--- src/rtl/wfs_pkg.sv ---
// Shared types, constants and helpers for the wall-follow steering step unit.
package wfs_pkg;

	localparam int unsigned RangeWidth    = 8;
	localparam int unsigned PowerWidth    = 7;
	localparam int unsigned GraceWidth    = 5;
	localparam int unsigned CfgIndexWidth = 3;
	localparam int unsigned CfgDataWidth  = 8;

	typedef logic [RangeWidth-1:0]       range_t;
	typedef logic [PowerWidth-1:0]       power_t;
	typedef logic [GraceWidth-1:0]       grace_t;
	typedef logic [6:0]                  band_t;
	typedef logic [6:0]                  counts_t;
	typedef logic signed [7:0]           target_t;
	typedef logic [CfgDataWidth-1:0]     cfg_data_t;

	// Register indexes of the configuration port
	typedef enum logic [CfgIndexWidth-1:0] {
		REG_WALL_DISTANCE     = 3'd0,
		REG_ANGLE_BAND        = 3'd1,
		REG_SIDE_OPEN_LIMIT   = 3'd2,
		REG_FRONT_BLOCK_LIMIT = 3'd3,
		REG_GRACE_TICKS       = 3'd4,
		REG_CRUISE_POWER      = 3'd5,
		REG_TRIM_POWER        = 3'd6,
		REG_TURN_COUNTS       = 3'd7
	} cfg_index_t;

	typedef enum logic [2:0] {
		ANG_VERY_LOW  = 3'd0,
		ANG_LOW       = 3'd1,
		ANG_PARALLEL  = 3'd2,
		ANG_RAISED    = 3'd3,
		ANG_VERY_HIGH = 3'd4
	} angle_class_t;

	typedef enum logic [1:0] {
		DIST_ON_LINE = 2'd0,
		DIST_NEAR    = 2'd1,
		DIST_BEYOND  = 2'd2
	} dist_class_t;

	// Outer bound of the angle classes, as a signed wall difference
	localparam logic signed [8:0] VeryBound = 9'sd15;

	// Register reset values
	localparam range_t  WallDistanceReset    = 8'd55;
	localparam band_t   AngleBandReset       = 7'd5;
	localparam range_t  SideOpenLimitReset   = 8'd140;
	localparam range_t  FrontBlockLimitReset = 8'd80;
	localparam grace_t  GraceTicksReset      = 5'd20;
	localparam power_t  CruisePowerReset     = 7'd50;
	localparam power_t  TrimPowerReset       = 7'd8;
	localparam counts_t TurnCountsReset      = 7'd38;

	typedef struct packed {
		range_t  wall_distance;
		band_t   angle_band;
		range_t  side_open_limit;
		range_t  front_block_limit;
		grace_t  grace_ticks;
		power_t  cruise_power;
		power_t  trim_power;
		counts_t turn_counts;
	} cfg_t;

	typedef struct packed {
		range_t left_front;
		range_t left_back;
		range_t ahead;
		range_t right;
	} sample_t;

	// Smoothed ranges of the current request and its junction decision
	typedef struct packed {
		sample_t avg;
		logic    branch;
	} track_t;

	typedef struct packed {
		power_t       left_power;
		power_t       right_power;
		angle_class_t angle_class;
		dist_class_t  distance_class;
		logic         branch_taken;
		target_t      left_turn_target;
		target_t      right_turn_target;
	} result_t;

	// floor((old + raw) / 2) without losing the carry
	function automatic range_t smooth(range_t old, range_t raw);
		logic [RangeWidth:0] sum;
		sum = {1'b0, old} + {1'b0, raw};
		return sum[RangeWidth:1];
	endfunction

endpackage

--- src/rtl/wfs_track.sv ---
// Running averages of the four ranges and the junction grace countdown.
module wfs_track (
	input  logic             clk,
	input  logic             arst_n,
	input  logic             advance,
	input  wfs_pkg::sample_t sample,
	input  wfs_pkg::cfg_t    cfg,
	output wfs_pkg::track_t  track
);
	import wfs_pkg::*;

	sample_t avg_q;
	grace_t  grace_q;
	grace_t  grace_dec;
	grace_t  grace_next;
	logic    open_seen;

	always_comb begin
		track.avg.left_front = smooth(avg_q.left_front, sample.left_front);
		track.avg.left_back  = smooth(avg_q.left_back, sample.left_back);
		track.avg.ahead      = smooth(avg_q.ahead, sample.ahead);
		track.avg.right      = smooth(avg_q.right, sample.right);
	end

	// Count down first, then test for a junction on the new averages
	always_comb begin
		grace_dec  = (grace_q != '0) ? grace_q - grace_t'(1) : '0;
		open_seen  = (track.avg.right > cfg.side_open_limit) ||
			(track.avg.left_front > cfg.side_open_limit) ||
			(track.avg.ahead < cfg.front_block_limit);
		track.branch = (grace_dec == '0) && open_seen;
		grace_next = track.branch ? cfg.grace_ticks : grace_dec;
	end

	always_ff @(posedge clk or negedge arst_n) begin
		if (!arst_n) begin
			avg_q   <= '0;
			grace_q <= GraceTicksReset;
		end else if (advance) begin
			avg_q   <= track.avg;
			grace_q <= grace_next;
		end
	end

`ifndef ASSERT_OFF
	a_reload_on_branch: assert property (@(posedge clk) disable iff (!arst_n)
		advance && track.branch |=> grace_q == $past(cfg.grace_ticks))
		else $error("grace count not reloaded after a junction");

	a_countdown: assert property (@(posedge clk) disable iff (!arst_n)
		advance && (grace_q != '0) && !track.branch |=> grace_q == $past(grace_q) - grace_t'(1))
		else $error("grace count did not step down by one");
`endif

endmodule

--- src/rtl/wfs_steer.sv ---
// Angle and distance classing, wheel powers and junction turn targets.
module wfs_steer (
	input  wfs_pkg::track_t  track,
	input  wfs_pkg::cfg_t    cfg,
	output wfs_pkg::result_t result
);
	import wfs_pkg::*;

	logic signed [8:0] diff;
	logic signed [8:0] band;
	power_t            trimmed;
	target_t           turn_pos;
	target_t           turn_neg;
	logic              below;
	logic              above;

	always_comb begin
		diff = $signed({1'b0, track.avg.left_front}) - $signed({1'b0, track.avg.left_back});
		band = $signed({2'b00, cfg.angle_band});

		// Tested in order, so a wide band can hide the low and high classes
		if (diff < -VeryBound) begin
			result.angle_class = ANG_VERY_LOW;
		end else if (diff < -band) begin
			result.angle_class = ANG_LOW;
		end else if (diff < band) begin
			result.angle_class = ANG_PARALLEL;
		end else if (diff < VeryBound) begin
			result.angle_class = ANG_RAISED;
		end else begin
			result.angle_class = ANG_VERY_HIGH;
		end

		if (track.avg.left_front < cfg.wall_distance) begin
			result.distance_class = DIST_NEAR;
		end else if (track.avg.left_front > cfg.wall_distance) begin
			result.distance_class = DIST_BEYOND;
		end else begin
			result.distance_class = DIST_ON_LINE;
		end
	end

	always_comb begin
		below   = (result.angle_class == ANG_VERY_LOW) || (result.angle_class == ANG_LOW);
		above   = (result.angle_class == ANG_RAISED) || (result.angle_class == ANG_VERY_HIGH);
		trimmed = (cfg.cruise_power > cfg.trim_power) ? cfg.cruise_power - cfg.trim_power : '0;

		result.left_power  = cfg.cruise_power;
		result.right_power = cfg.cruise_power;
		case (result.distance_class)
			DIST_NEAR: begin
				if (!above) result.right_power = trimmed;
			end
			DIST_BEYOND: begin
				if (!below) result.left_power = trimmed;
			end
			default: begin
				if (below) result.right_power = trimmed;
				else if (above) result.left_power = trimmed;
			end
		endcase
	end

	always_comb begin
		turn_pos = $signed({1'b0, cfg.turn_counts});
		turn_neg = -turn_pos;
		result.branch_taken = track.branch;
		if (!track.branch) begin
			result.left_turn_target  = '0;
			result.right_turn_target = '0;
		end else if (track.avg.left_front > track.avg.right) begin
			result.left_turn_target  = turn_pos;
			result.right_turn_target = turn_neg;
		end else begin
			result.left_turn_target  = turn_neg;
			result.right_turn_target = turn_pos;
		end
	end

endmodule

--- src/rtl/wall_follow_steering_step_unit.sv ---
// Top level of the wall-follow steering step unit.
//
// One request is one sensor tick: four raw ranges go in, one steering result
// comes out. The unit takes a new request in every cycle and gives one result
// per cycle while the output is not stalled; a request passes through the
// input register and then the result register. The running averages and the
// grace countdown are updated as a request moves from the input register into
// the result register, so the next request always sees the state this one
// leaves. The result register parts the two sides: a new request is taken
// into an empty input register while a finished result still waits.
// Configuration writes are taken at once (cfg_ready is always high) and must
// only be made while no request is in flight.
module wall_follow_steering_step_unit (
	input  logic                   clk,
	input  logic                   arst_n,
	// input channel
	input  logic                   in_valid,
	output logic                   in_ready,
	input  wfs_pkg::range_t        left_front_range,
	input  wfs_pkg::range_t        left_back_range,
	input  wfs_pkg::range_t        ahead_range,
	input  wfs_pkg::range_t        right_range,
	// result channel
	output logic                   out_valid,
	input  logic                   out_ready,
	output wfs_pkg::power_t        left_power,
	output wfs_pkg::power_t        right_power,
	output logic [2:0]             angle_class,
	output logic [1:0]             distance_class,
	output logic                   branch_taken,
	output wfs_pkg::target_t       left_turn_target,
	output wfs_pkg::target_t       right_turn_target,
	// configuration channel
	input  logic                   cfg_valid,
	output logic                   cfg_ready,
	input  logic [wfs_pkg::CfgIndexWidth-1:0] cfg_index,
	input  wfs_pkg::cfg_data_t     cfg_data
);
	import wfs_pkg::*;

	cfg_t    cfg_q;
	sample_t sample_s1;
	logic    valid_s1;
	result_t result_s2;
	logic    valid_s2;
	logic    advance;
	track_t  track;
	result_t result;

	// Move the held request on when the result register is free or draining
	assign advance   = valid_s1 && (!valid_s2 || out_ready);
	assign in_ready  = !valid_s1 || advance;
	assign cfg_ready = 1'b1;

	// Configuration registers; every index names a register
	always_ff @(posedge clk or negedge arst_n) begin
		if (!arst_n) begin
			cfg_q.wall_distance     <= WallDistanceReset;
			cfg_q.angle_band        <= AngleBandReset;
			cfg_q.side_open_limit   <= SideOpenLimitReset;
			cfg_q.front_block_limit <= FrontBlockLimitReset;
			cfg_q.grace_ticks       <= GraceTicksReset;
			cfg_q.cruise_power      <= CruisePowerReset;
			cfg_q.trim_power        <= TrimPowerReset;
			cfg_q.turn_counts       <= TurnCountsReset;
		end else if (cfg_valid) begin
			case (cfg_index_t'(cfg_index))
				REG_WALL_DISTANCE:     cfg_q.wall_distance     <= cfg_data;
				REG_ANGLE_BAND:        cfg_q.angle_band        <= cfg_data[6:0];
				REG_SIDE_OPEN_LIMIT:   cfg_q.side_open_limit   <= cfg_data;
				REG_FRONT_BLOCK_LIMIT: cfg_q.front_block_limit <= cfg_data;
				REG_GRACE_TICKS:       cfg_q.grace_ticks       <= cfg_data[4:0];
				REG_CRUISE_POWER:      cfg_q.cruise_power      <= cfg_data[6:0];
				REG_TRIM_POWER:        cfg_q.trim_power        <= cfg_data[6:0];
				REG_TURN_COUNTS:       cfg_q.turn_counts       <= cfg_data[6:0];
				default: ;
			endcase
		end
	end

	// Input register: hold the raw ranges until the request moves on
	always_ff @(posedge clk or negedge arst_n) begin
		if (!arst_n) begin
			valid_s1 <= 1'b0;
		end else if (in_ready) begin
			valid_s1 <= in_valid;
		end
	end

	always_ff @(posedge clk) begin
		if (in_valid && in_ready) begin
			sample_s1.left_front <= left_front_range;
			sample_s1.left_back  <= left_back_range;
			sample_s1.ahead      <= ahead_range;
			sample_s1.right      <= right_range;
		end
	end

	wfs_track u_track (
		.clk     (clk),
		.arst_n  (arst_n),
		.advance (advance),
		.sample  (sample_s1),
		.cfg     (cfg_q),
		.track   (track)
	);

	wfs_steer u_steer (
		.track  (track),
		.cfg    (cfg_q),
		.result (result)
	);

	// Result register: drop the result once taken, load the next on advance
	always_ff @(posedge clk or negedge arst_n) begin
		if (!arst_n) begin
			valid_s2 <= 1'b0;
		end else if (advance) begin
			valid_s2 <= 1'b1;
		end else if (out_ready) begin
			valid_s2 <= 1'b0;
		end
	end

	always_ff @(posedge clk) begin
		if (advance) begin
			result_s2 <= result;
		end
	end

	assign out_valid         = valid_s2;
	assign left_power        = result_s2.left_power;
	assign right_power       = result_s2.right_power;
	assign angle_class       = result_s2.angle_class;
	assign distance_class    = result_s2.distance_class;
	assign branch_taken      = result_s2.branch_taken;
	assign left_turn_target  = result_s2.left_turn_target;
	assign right_turn_target = result_s2.right_turn_target;

`ifndef ASSERT_OFF
	a_ready_when_empty: assert property (@(posedge clk) disable iff (!arst_n)
		!out_valid |-> in_ready)
		else $error("input stalled while the result register is empty");

	a_no_branch_no_target: assert property (@(posedge clk) disable iff (!arst_n)
		out_valid && !branch_taken |-> (left_turn_target == '0) && (right_turn_target == '0))
		else $error("turn target given without a junction");

	a_targets_opposed: assert property (@(posedge clk) disable iff (!arst_n)
		out_valid && branch_taken |-> left_turn_target == -right_turn_target)
		else $error("junction turn targets are not opposed");
`endif

endmodule
--- config.mk ---
export PLATFORM = sky130hd
export DESIGN_NAME = wall_follow_steering_step_unit
export DESIGN_NICKNAME = d
export VERILOG_FILES = /design/src/rtl/wfs_pkg.sv /design/src/rtl/wfs_track.sv /design/src/rtl/wfs_steer.sv /design/src/rtl/wall_follow_steering_step_unit.sv
export SDC_FILE = /design/constraint.sdc
export NUM_CORES = 1
export LEC_CHECK = 0
export ABC_CLOCK_PERIOD_IN_PS = 6700
export BUFFER_PORTS_ARGS = -buffer_cell sky130_fd_sc_hd__buf_2
export CAP_MARGIN = 0
export CORE_MARGIN = 2
export CORE_UTILIZATION = 60
export DETAILED_ROUTE_END_ITERATION = 10
export HOLD_SLACK_MARGIN = 0.15
export PLACE_DENSITY_LB_ADDON = 0.1
export SLEW_MARGIN = 5
export SYNTH_ARGS = -nofsm -noshare
export SYNTH_HDL_FRONTEND = slang
export SYNTH_SLANG_ARGS = --single-unit
--- constraint.sdc ---
create_clock -name clk -period 6.7 [get_ports clk]
set_input_delay 1.34 -clock clk [delete_from_list [all_inputs] [get_ports clk]]
set_output_delay 1.34 -clock clk [all_outputs]
set_load 0.02 [all_outputs]
==> Yosys cells after proc, flatten, opt, wreduce, memory -nomap -nowiden <==
Cells that the tools add are included.
{ "op_classes": {"n_addsub": 9, "order_cmp": 11, "n_eq_ne": 12, "muxes": 19, "bitwise_logic": 1, "reduce_logical": 26} }
{ "op_table": {"columns": ["op", "count"], "rows": [
  ["$mux W7", 6],
  ["$add A8 B8 Y9", 4],
  ["$gt A8 B8 Y1", 4],
  ["$pmux W7 S2", 2],
  ["$lt A9 B5 Y1 const B", 2],
  ["$reduce_and A2 Y1", 9],
  ["$lt A8 B8 Y1", 2],
  ["$eq A3 B3 Y1 const B", 5],
  ["$mux W15", 1],
  ["$mux W3", 4],
  ["$mux W5", 2],
  ["$eq A3 B2 Y1 const B", 3],
  ["$lt A9 B8 Y1", 1],
  ["$lt A9 B9 Y1", 1],
  ["$neg A7 Y9", 1],
  ["$sub A8 B8 Y9", 1],
  ["$neg A7 Y8", 1],
  ["$gt A7 B7 Y1", 1],
  ["$sub A7 B7 Y7", 1],
  ["$eq A3 B1 Y1 const B", 2],
  ["$logic_not A3 Y1", 2],
  ["$logic_or A1 B1 Y1", 6],
  ["$logic_not A5 Y1", 1],
  ["$reduce_bool A5 Y1", 1],
  ["10 further kinds", 15]
]} }
{ "totals": {"reg_bits": 164, "input_bits": 48, "output_inout_bits": 39, "wordCells": 106} }

==> Logic depth before layout (Yosys ltp) <==
Gate-level depths: netlist of run 1.
{ "depth": {"word_depth": 12, "depth_mapped": 23, "depth_no_buf": 22} }

==> Hierarchy <==
A second synthesis of run 1 with hierarchy kept.
{ "unflattened": {"cells_unflattened": 861, "area_unflattened_um2": 9863.2} }
{ "modules_own_cells": {"columns": ["module", "instances", "cells_per_inst", "area_each_um2", "seq_area_each_um2"], "rows": [
  ["wall_follow_steering_step_unit", 1, 206, 4361.7, 3544.6],
  ["wfs_track", 1, 351, 3305.7, 928.4],
  ["wfs_steer", 1, 304, 2195.9, 0.0]
]} }

==> Worst setup path after synthesis of run 1 <==
Ideal clock, no wire load.
{ "synth_timing": {"kind": "reg-to-reg", "start": "reg sample_s1[25] (netlist name)", "end": "reg result_s2 (netlist bit left_power[0]), data pin", "arrival_time_ps": 4364, "setup_slack_ps": 2075, "stages_incl_launch_ff": 19, "path_buffers": 0, "path_cell_list": "edfxtp_1 > inv_1 > fa_1 > xnor2_1 > ha_1 > nor2b_1 > o21ai_1 > nand4_1 > a21o_1 > a2111oi_0 > a211o_2 > xnor2_4 > ha_1 > nand2_1 > nor2_1 > a32oi_1 > a21boi_1 > a211oi_4 > mux2_4"} }
{ "synth_rtl": {"columns": ["item", "line_no", "rtl"], "rows": [
  ["start: declaration", "wall_follow_steering_step_unit.sv:42", "sample_t sample_s1;"],
  ["end signal: assignment", "wall_follow_steering_step_unit.sv:127", "result_s2 <= result;"],
  ["end: declaration", "wall_follow_steering_step_unit.sv:44", "result_t result_s2;"]
]} }

==> summary.txt, run 1 <==
Critical path
  – Slowest stage cell on the critical path: a211oi_1
  – Register-to-register setup slack: about 1200 ps
  – Count of buffer and inverter cells on the critical path: 0
  – Crit path top cell by count: ha_1
  – Cell family with most CP delay: compound AO/OA/AOI/OAI gates
  – Worst-path cell chain: ha_1 -> nand4_1 -> and2_0 -> xnor2_1 -> ha_1 -> o21ai_1 -> nand4_1 -> a21o_1 -> a2111oi_0 -> a211o_2 -> xnor2_4 -> ha_1 -> nand2_1 -> nor2_1 -> a32oi_1 -> a21boi_1 -> a211oi_1 -> o211ai_1
  – Setup crit end kind: register
  – FF-to-FF Start: u_track.avg_q[26]$_DFFE_PN0P_
  – R2r endpoint: right_power[4]$_DFFE_PP_
  – Critical path data required time: 6840 ps
  – Peak fanout along the critical path: 7
  – Largest stage delay, worst path: 830 ps
  – Depth of the most critical reg-to-reg path: 18
  – Data arrival time of the critical path: 5590 ps
  – Setup Crit Path Kind: register to register
  – Startpoint Class: register

Drt
  – Post-Route WL: 20.5 mm
  – Number of antenna-violating nets in the routed design: 0
  – Via total after detailed routing: 7,309
  – Wire length per cell after detailed routing: 16.1 um
  – Via-to-Cell Ratio: 5.76
  – DRC marker count from the first detailed-route iteration: a little over 500
  – 1st-pass router iterations: 5
  – Total DRC errors in the routed layout: 0

Outcome
  – Run status: completed

Layout
  – Diode insertion count for antenna repair: 0
  – Total of fill cells in the finished design: between 1,000 and 1,500
  – Ratio of cells with drive above 1 in the final layout: 0.215
  – Synthesis-to-finish area growth: 12.3%
  – Total number of nets in the final design: around 1,200

CTS
  – Clock insertion delay at the later pin of the skew report: 430 ps
  – Htree depth: 4
  – Clock tree sinks: 163
  – Post-cts repair resize count: 0
  – TritonCTS Buffers: 17
  – Clock transition at path regs: 70 ps
  – Post-CTS Setup Bufs: 0
  – Hold-fix buffers at CTS: 0
  – Clock tree from TritonCTS: yes
  – Maximum root-to-sink buffer count: 2
  – Cell at the root of the clock tree: clkbuf_16

Die
  – Width of the die: ~130 um
  – Total die area: 17,600 sq um
  – Starting utilization of the core area: 0.605
  – Area of the core: 16,400 sq um
  – Number of placed I/O pins: 87
  – Die height: 133 um
  – Number of rows created at floorplan: 47

STA
  – Setup repair after global routing missed its margin: false
  – Min Hold Slack: 477 ps
  – Slew Viols, Final: 0
  – Final setup violation count: 0
  – Maximum clock frequency: 183 MHz
  – Hold violation total from the final report: 0
  – Final critical-path share of the clock period: 0.814
  – Fin Setup TNS: 0 ps
  – Tightest slew margin relative to the limit: 0.307
  – Minimum period implied by the final worst setup slack: 5460 ps
  – Setup clock skew after layout: 9.63 ps
  – Worst Tran Pin Value: 1030 ps

Placement
  – Port buffer count: 85
  – Half-perimeter wire length after placement: around 15 mm
  – GPL Wtd Cong: 0.880

Global route
  – Number of antenna violations at the first check in global routing: 0
  – Via count of the first global-routing pass: slightly above 7,000
  – GRT Residual Overflow: 0
  – GRT Total Usage: 0.249
  – First-pass GRT wire length: about 35 mm
  – Maximum number of pins on one net before global-route repair: 60

Yosys
  – Mean instance size in the synthesized netlist: about 10 sq um
  – Ys Warns: 0
  – Count of flip-flops with a built-in enable after synthesis: 67
  – Number of instances in the synthesized netlist: 949
  – Sequential element share of the synthesized area: 0.447
  – Most instantiated flip-flop cell in the synthesis netlist: dfrtp_1
  – Netlist area before placement: 9930 sq um
  – Number of nets in the synthesized netlist: 1,093
  – Cell types with the largest area share after synthesis: edfxtp_1 (20%), dfrtp_1 (18%), ha_1 (11%)
  – Share of synthesized registers carrying an async set or reset: 0.589
  – Ranking of synthesized cells by instance count: nand2_1 (112), ha_1 (90), inv_1 (75)
  – Cell type contributing the most total cell area after synthesis: edfxtp_1
  – Top-area cell type share of the netlist area: 0.203
  – Count of state elements after synthesis: 163
  – Most frequently used cell type in the post-synthesis netlist: nand2_1
  – Distinct cells, synth: 90

Min path
  – Hold Crit Endpoint: u_track.grace_q[4]$_DFFE_PN1P_
  – Path class of the lowest-slack min-delay path: register to register
  – Hold Path Depth: 2
  – Worst min-delay path startpoint: cfg_q[25]$_DFFE_PN1P_

Flow run
  – Number of maximum-capacitance violations: 0
[worst register-to-register path: cells and delay by family, from the launching register on]
| family | cells | cell delay, ps |
|---|---|---|
| and+or+nand+nor | 5 | 690 |
| DFF | 1 | 380 |
| AOI/OAI and AO/OA | 8 | 2400 |
| xor gates and xnor gates | 2 | 630 |
| adders and majority gates | 3 | 1050 |
[state kept, by name, indices dropped and copies added (netlist names)]
name / cells
left_turn_target: 8
u_track.avg_q: 32
left_power: 7
right_turn_target: 7
branch_taken: 1
u_track.grace_q: 5
right_power: 7
cfg_q: 57
angle_class: 3
distance_class: 2
valid_s1: 1
out_valid: 1
sample_s1: 32
[per-layer routing]
layer | vias up | track usage | part of all wire
met2 | 163 | 0.418 | 0.48
li1 | 3591 | - | -
met1 | 3512 | 0.329 | 0.46
met5 | - | 0 | 0
met4 | 0 | 0.0992 | 0.027
met3 | 43 | 0.0326 | 0.035
[area by class of cell]
| class | instances | area, sq um | area share |
|---|---|---|---|
| multi-input cells | 683 | 5090 | 0.456 |
| flip-flops and latches | 163 | 4440 | 0.398 |
| clock buffers | 23 | 499 | 0.0448 |
| repair buffers | 93 | 488 | 0.0437 |
| inverters | 79 | 297 | 0.0266 |
| well taps | 220 | 275 | 0.0247 |
| clock inverters | 9 | 62.6 | 0.00561 |
[metrics by stage]
| stage | setup slack, ps | std cells | utilization | cell area, sq um |
|---|---|---|---|---|
| finish | 1240 | 1270 | 0.680 | 11200 |
| CTS | 1330 | 1270 | 0.680 | 11200 |
| detailed placement | 1390 | 1238 | 0.646 | 10600 |
| global placement | 1570 | 1238 | 0.646 | 10600 |
| floorplan | 2080 | 949 | - | 9930 |
| global route | 925 | 1270 | 0.680 | 11200 |
[layout by cell type (no fill, tap or decap), types with 23 or more instances in the layout]
cell type,instances
inv_1,75
mux2_2,42
o21ai_0,71
nand2_1,112
xnor2_1,24
buf_2,84
dfstp_2,23
ha_1,90
a21oi_1,51
dfrtp_1,73
edfxtp_1,67
nor2_1,33
[worst max path at each step]
stage                                     endpoint  slack, ps  cells after the start                          start
after floorplan            left_power[0]$_DFFE_PP_       2080                     18        sample_s1[25]$_DFFE_PP_
after global placement    right_power[1]$_DFFE_PP_       1570                     18        sample_s1[26]$_DFFE_PP_
after detailed placement  right_power[4]$_DFFE_PP_       1390                     18  u_track.avg_q[26]$_DFFE_PN0P_
after CTS                 right_power[6]$_DFFE_PP_       1330                     18  u_track.avg_q[26]$_DFFE_PN0P_
after global routing      right_power[2]$_DFFE_PP_        920                     18  u_track.avg_q[26]$_DFFE_PN0P_
final                     right_power[4]$_DFFE_PP_       1240                     18  u_track.avg_q[26]$_DFFE_PN0P_
[cell families after synthesis]
family | share of synthesized area
AND/OR/NAND/NOR | 0.134
AO/OA/AOI/OAI | 0.153
flip-flops | 0.447
buffers and inverters | 0.0403
adder cells (fa/ha/maj) | 0.128
multiplexers | 0.0592
XOR/XNOR | 0.0379
other | 0.000378
Power of run 1 is not shown: default switching activity piles up to over one toggle a cycle in this logic, so the estimate is an artifact.
==> run 2, diff against run 1 <==
--- a/config.mk
+++ b/config.mk
@@ -5,11 +5,11 @@
 export SDC_FILE = /design/constraint.sdc
 export NUM_CORES = 1
 export LEC_CHECK = 0
-export ABC_CLOCK_PERIOD_IN_PS = 6700
+export ABC_CLOCK_PERIOD_IN_PS = 4700
 export BUFFER_PORTS_ARGS = -buffer_cell sky130_fd_sc_hd__buf_2
 export CAP_MARGIN = 0
 export CORE_MARGIN = 2
-export CORE_UTILIZATION = 60
+export CORE_UTILIZATION = 55
 export DETAILED_ROUTE_END_ITERATION = 10
 export HOLD_SLACK_MARGIN = 0.15
 export PLACE_DENSITY_LB_ADDON = 0.1
==> constraint.sdc (replaced) <==
create_clock -name clk -period 4.7 [get_ports clk]
set_input_delay 0.94 -clock clk [delete_from_list [all_inputs] [get_ports clk]]
set_output_delay 0.94 -clock clk [all_outputs]
set_load 0.02 [all_outputs]
==> run 2 against run 1 <==
Design area rose by 2.8%; clock-buffer cell count fell by 6; clock skew fell by 3.1 ps; hold slack improved by 2.3 ps; wire length rose by 7.1%; critical path type unchanged; register-to-register slack got worse by 1100 ps; global-route usage fell by 1.8 points; utilization fell by 3.7 points.
==> summary.txt, run 2 (synthesis gave the netlist of run 1 again) <==
Outcome
  – Run status: completed

Drt
  – DRC marker count from the first detailed-route iteration: 505 (-2.3%)
  – Post-Route WL: 21.9 mm (+7.1%)
  – Total DRC errors in the routed layout: 0 (unchanged)
  – Via total after detailed routing: 7,345 (+0.49%)
  – Via-to-Cell Ratio: 5.63 (-2.2%)
  – Wire length per cell after detailed routing: 16.8 um (+4.2%)
  – Number of antenna-violating nets in the routed design: 0 (unchanged)
  – 1st-pass router iterations: 5 (unchanged)

CTS
  – Hold-fix buffers at CTS: 0 (unchanged)
  – Clock tree from TritonCTS: yes
  – TritonCTS Buffers: 17 (unchanged)
  – Maximum root-to-sink buffer count: 2 (unchanged)
  – Clock insertion delay at the later pin of the skew report: 430 ps (about the same)
  – Clock tree sinks: 163 (unchanged)
  – Clock transition at path regs: 70 ps (about the same)
  – Htree depth: 4 (unchanged)
  – Cell at the root of the clock tree: clkbuf_16

Die
  – Number of placed I/O pins: 87 (unchanged)
  – Area of the core: 17,800 sq um (+8.7%)
  – Die height: 138 um (+4.3%)
  – Width of the die: 138 um (+4.3%)
  – Number of rows created at floorplan: 49 (+4.3%)
  – Total die area: 19,200 sq um (+8.8%)
  – Starting utilization of the core area: 0.557 (-0.0487)

Min path
  – Hold Crit Endpoint: u_track.grace_q[4]$_DFFE_PN1P_
  – Path class of the lowest-slack min-delay path: register to register
  – Worst min-delay path startpoint: cfg_q[25]$_DFFE_PN1P_
  – Hold Path Depth: 2 (unchanged)

Critical path
  – Setup crit end kind: register
  – Depth of the most critical reg-to-reg path: 16 (-2)
  – Data arrival time of the critical path: 4730 ps (-860 ps)
  – FF-to-FF Start: sample_s1[25]$_DFFE_PP_
  – Startpoint Class: register
  – Setup Crit Path Kind: register to register
  – Critical path data required time: 4890 ps (-1950 ps)
  – Register-to-register setup slack: 160 ps (-1090 ps)
  – R2r endpoint: left_power[0]$_DFFE_PP_
  – Peak fanout along the critical path: 7 (unchanged)

Placement
  – GPL Wtd Cong: 0.874 (-0.68%)
  – Post-place instance area: 10,800 sq um (+1.6%)
  – Half-perimeter wire length after placement: 15.6 mm (+5.0%)
  – Port buffer count: 85 (unchanged)

Flow run
  – Number of maximum-capacitance violations: 0 (unchanged)

Global route
  – Number of antenna violations at the first check in global routing: 0 (unchanged)
  – Maximum number of pins on one net before global-route repair: 55 (-8.3%)
  – GRT Residual Overflow: 0 (unchanged)
  – Via count of the first global-routing pass: 6,900 (-2.4%)
  – First-pass GRT wire length: 35.1 mm (+0.79%)
  – GRT Total Usage: 0.230 (-0.0184)

Layout
  – Register with the most flip-flops: cfg_q
  – Total of fill cells in the finished design: 1,446 (+9.3%)
  – Number of flip-flops in the largest register: 57 (unchanged)
  – Post-layout instance area: 11,500 sq um (+2.8%)
  – Leading registers by flop count: cfg_q (57), sample_s1 (32), u_track.avg_q (32)
  – Commonest cells after routing, fill and taps aside: nand2_1 (112), ha_1 (87), buf_2 (84), inv_1 (75), dfrtp_1 (73)
  – Most common cell after layout, fill and taps aside: nand2_1
  – Diode insertion count for antenna repair: 0 (unchanged)
  – Ratio of cells with drive above 1 in the final layout: 0.249 (+0.0338)
  – Synthesis-to-finish area growth: 15.5%
  – Total number of nets in the final design: 1,207 (+2.2%)

STA
  – Slew Viols, Final: 0 (unchanged)
  – Minimum period implied by the final worst setup slack: 4540 ps (-913 ps)
  – Setup clock skew after layout: 6.53 ps (-3.11 ps)
  – Hold violation total from the final report: 0 (unchanged)
  – Final setup violation count: 0 (unchanged)
  – Maximum clock frequency: 220 MHz (+20%)
  – Worst Tran Pin Value: 1150 ps (+113 ps)
  – Final critical-path share of the clock period: 0.967 (+0.152)
  – Tightest slew margin relative to the limit: 0.236 (-0.0713)
run 2: cell types whose count changed in the layout (fill, tap and decap cells not counted), moves of 3 or more:
cell / change
clkinv_2: +3
clkbuf_8: -3
inv_6: +3
buf_4: +25
inv_4: -5
ha_1: -3
run 2: worst max-delay path, stage by stage (launching register included):
cell and delay, ps:
edfxtp_1 350, inv_1 70, fa_1 510, xnor2_2 200, buf_4 190, fa_1 480, a21oi_1 160, maj3_2 280
xor2_1 270, ha_1 200, inv_1 60, a22o_1 260, a211oi_4 370, o41ai_4 140, a211oi_4 300, buf_12 170
mux2_4 300
run 2: repair_timing:
item	in CTS	in global routing
gates resized for setup	1	23
setup endpoints to repair	7	16
gates cloned	0	0
pin swaps	1	6
setup buffers	0	6
run 2: worst max-delay path by stage:
| stage | from | endpoint | slack [ps] | cells past startpoint |
|---|---|---|---|---|
| CTS | sample_s1[25]$_DFFE_PP_ | right_power[0]$_DFFE_PP_ | 2 | 17 |
| floorplan | sample_s1[25]$_DFFE_PP_ | left_power[2]$_DFFE_PP_ | 80 | 18 |
| detailed placement | sample_s1[25]$_DFFE_PP_ | left_power[0]$_DFFE_PP_ | -20 | 18 |
| global placement | sample_s1[25]$_DFFE_PP_ | left_power[1]$_DFFE_PP_ | 100 | 18 |
| global route | u_track.avg_q[26]$_DFFE_PN0P_ | left_power[3]$_DFFE_PP_ | -8 | 17 |
| finish | sample_s1[25]$_DFFE_PP_ | left_power[0]$_DFFE_PP_ | 160 | 16 |
run 2: cell type report:
cell class	count	area, sq um	area share
clock buffer	17	425	0.0371
timing repair buffer	119	696	0.0606
inverter	79	297	0.0258
clock inverter	15	129	0.0112
sequential	163	4440	0.387
tap	229	287	0.0250
multi-input combinational	683	5200	0.453
run 2: per-layer routing:
layer / GRT usage / share of wire / up-vias
met2: 0.353 / 0.45 / 171
met4: 0.0822 / 0.024 / 0
met1: 0.332 / 0.48 / 3490
met3: 0.0391 / 0.040 / 40
li1: - / - / 3644
met5: 0 / 0 / -
run 2: metrics by stage:
step                      setup slack (ps)   util  setup TNS [ps]  hold WS, ps  instances
after global routing                 -8.19  0.643           -9.21          496       1305
after global placement                99.6  0.603               0          464       1267
after CTS                             2.31  0.635               0          484       1299
after detailed placement             -21.9  0.603            -116          471       1267
final                                  156  0.643               0          479       1305
after floorplan                       75.4      -               0          442        949
Power of run 2 is left out for the same reason.
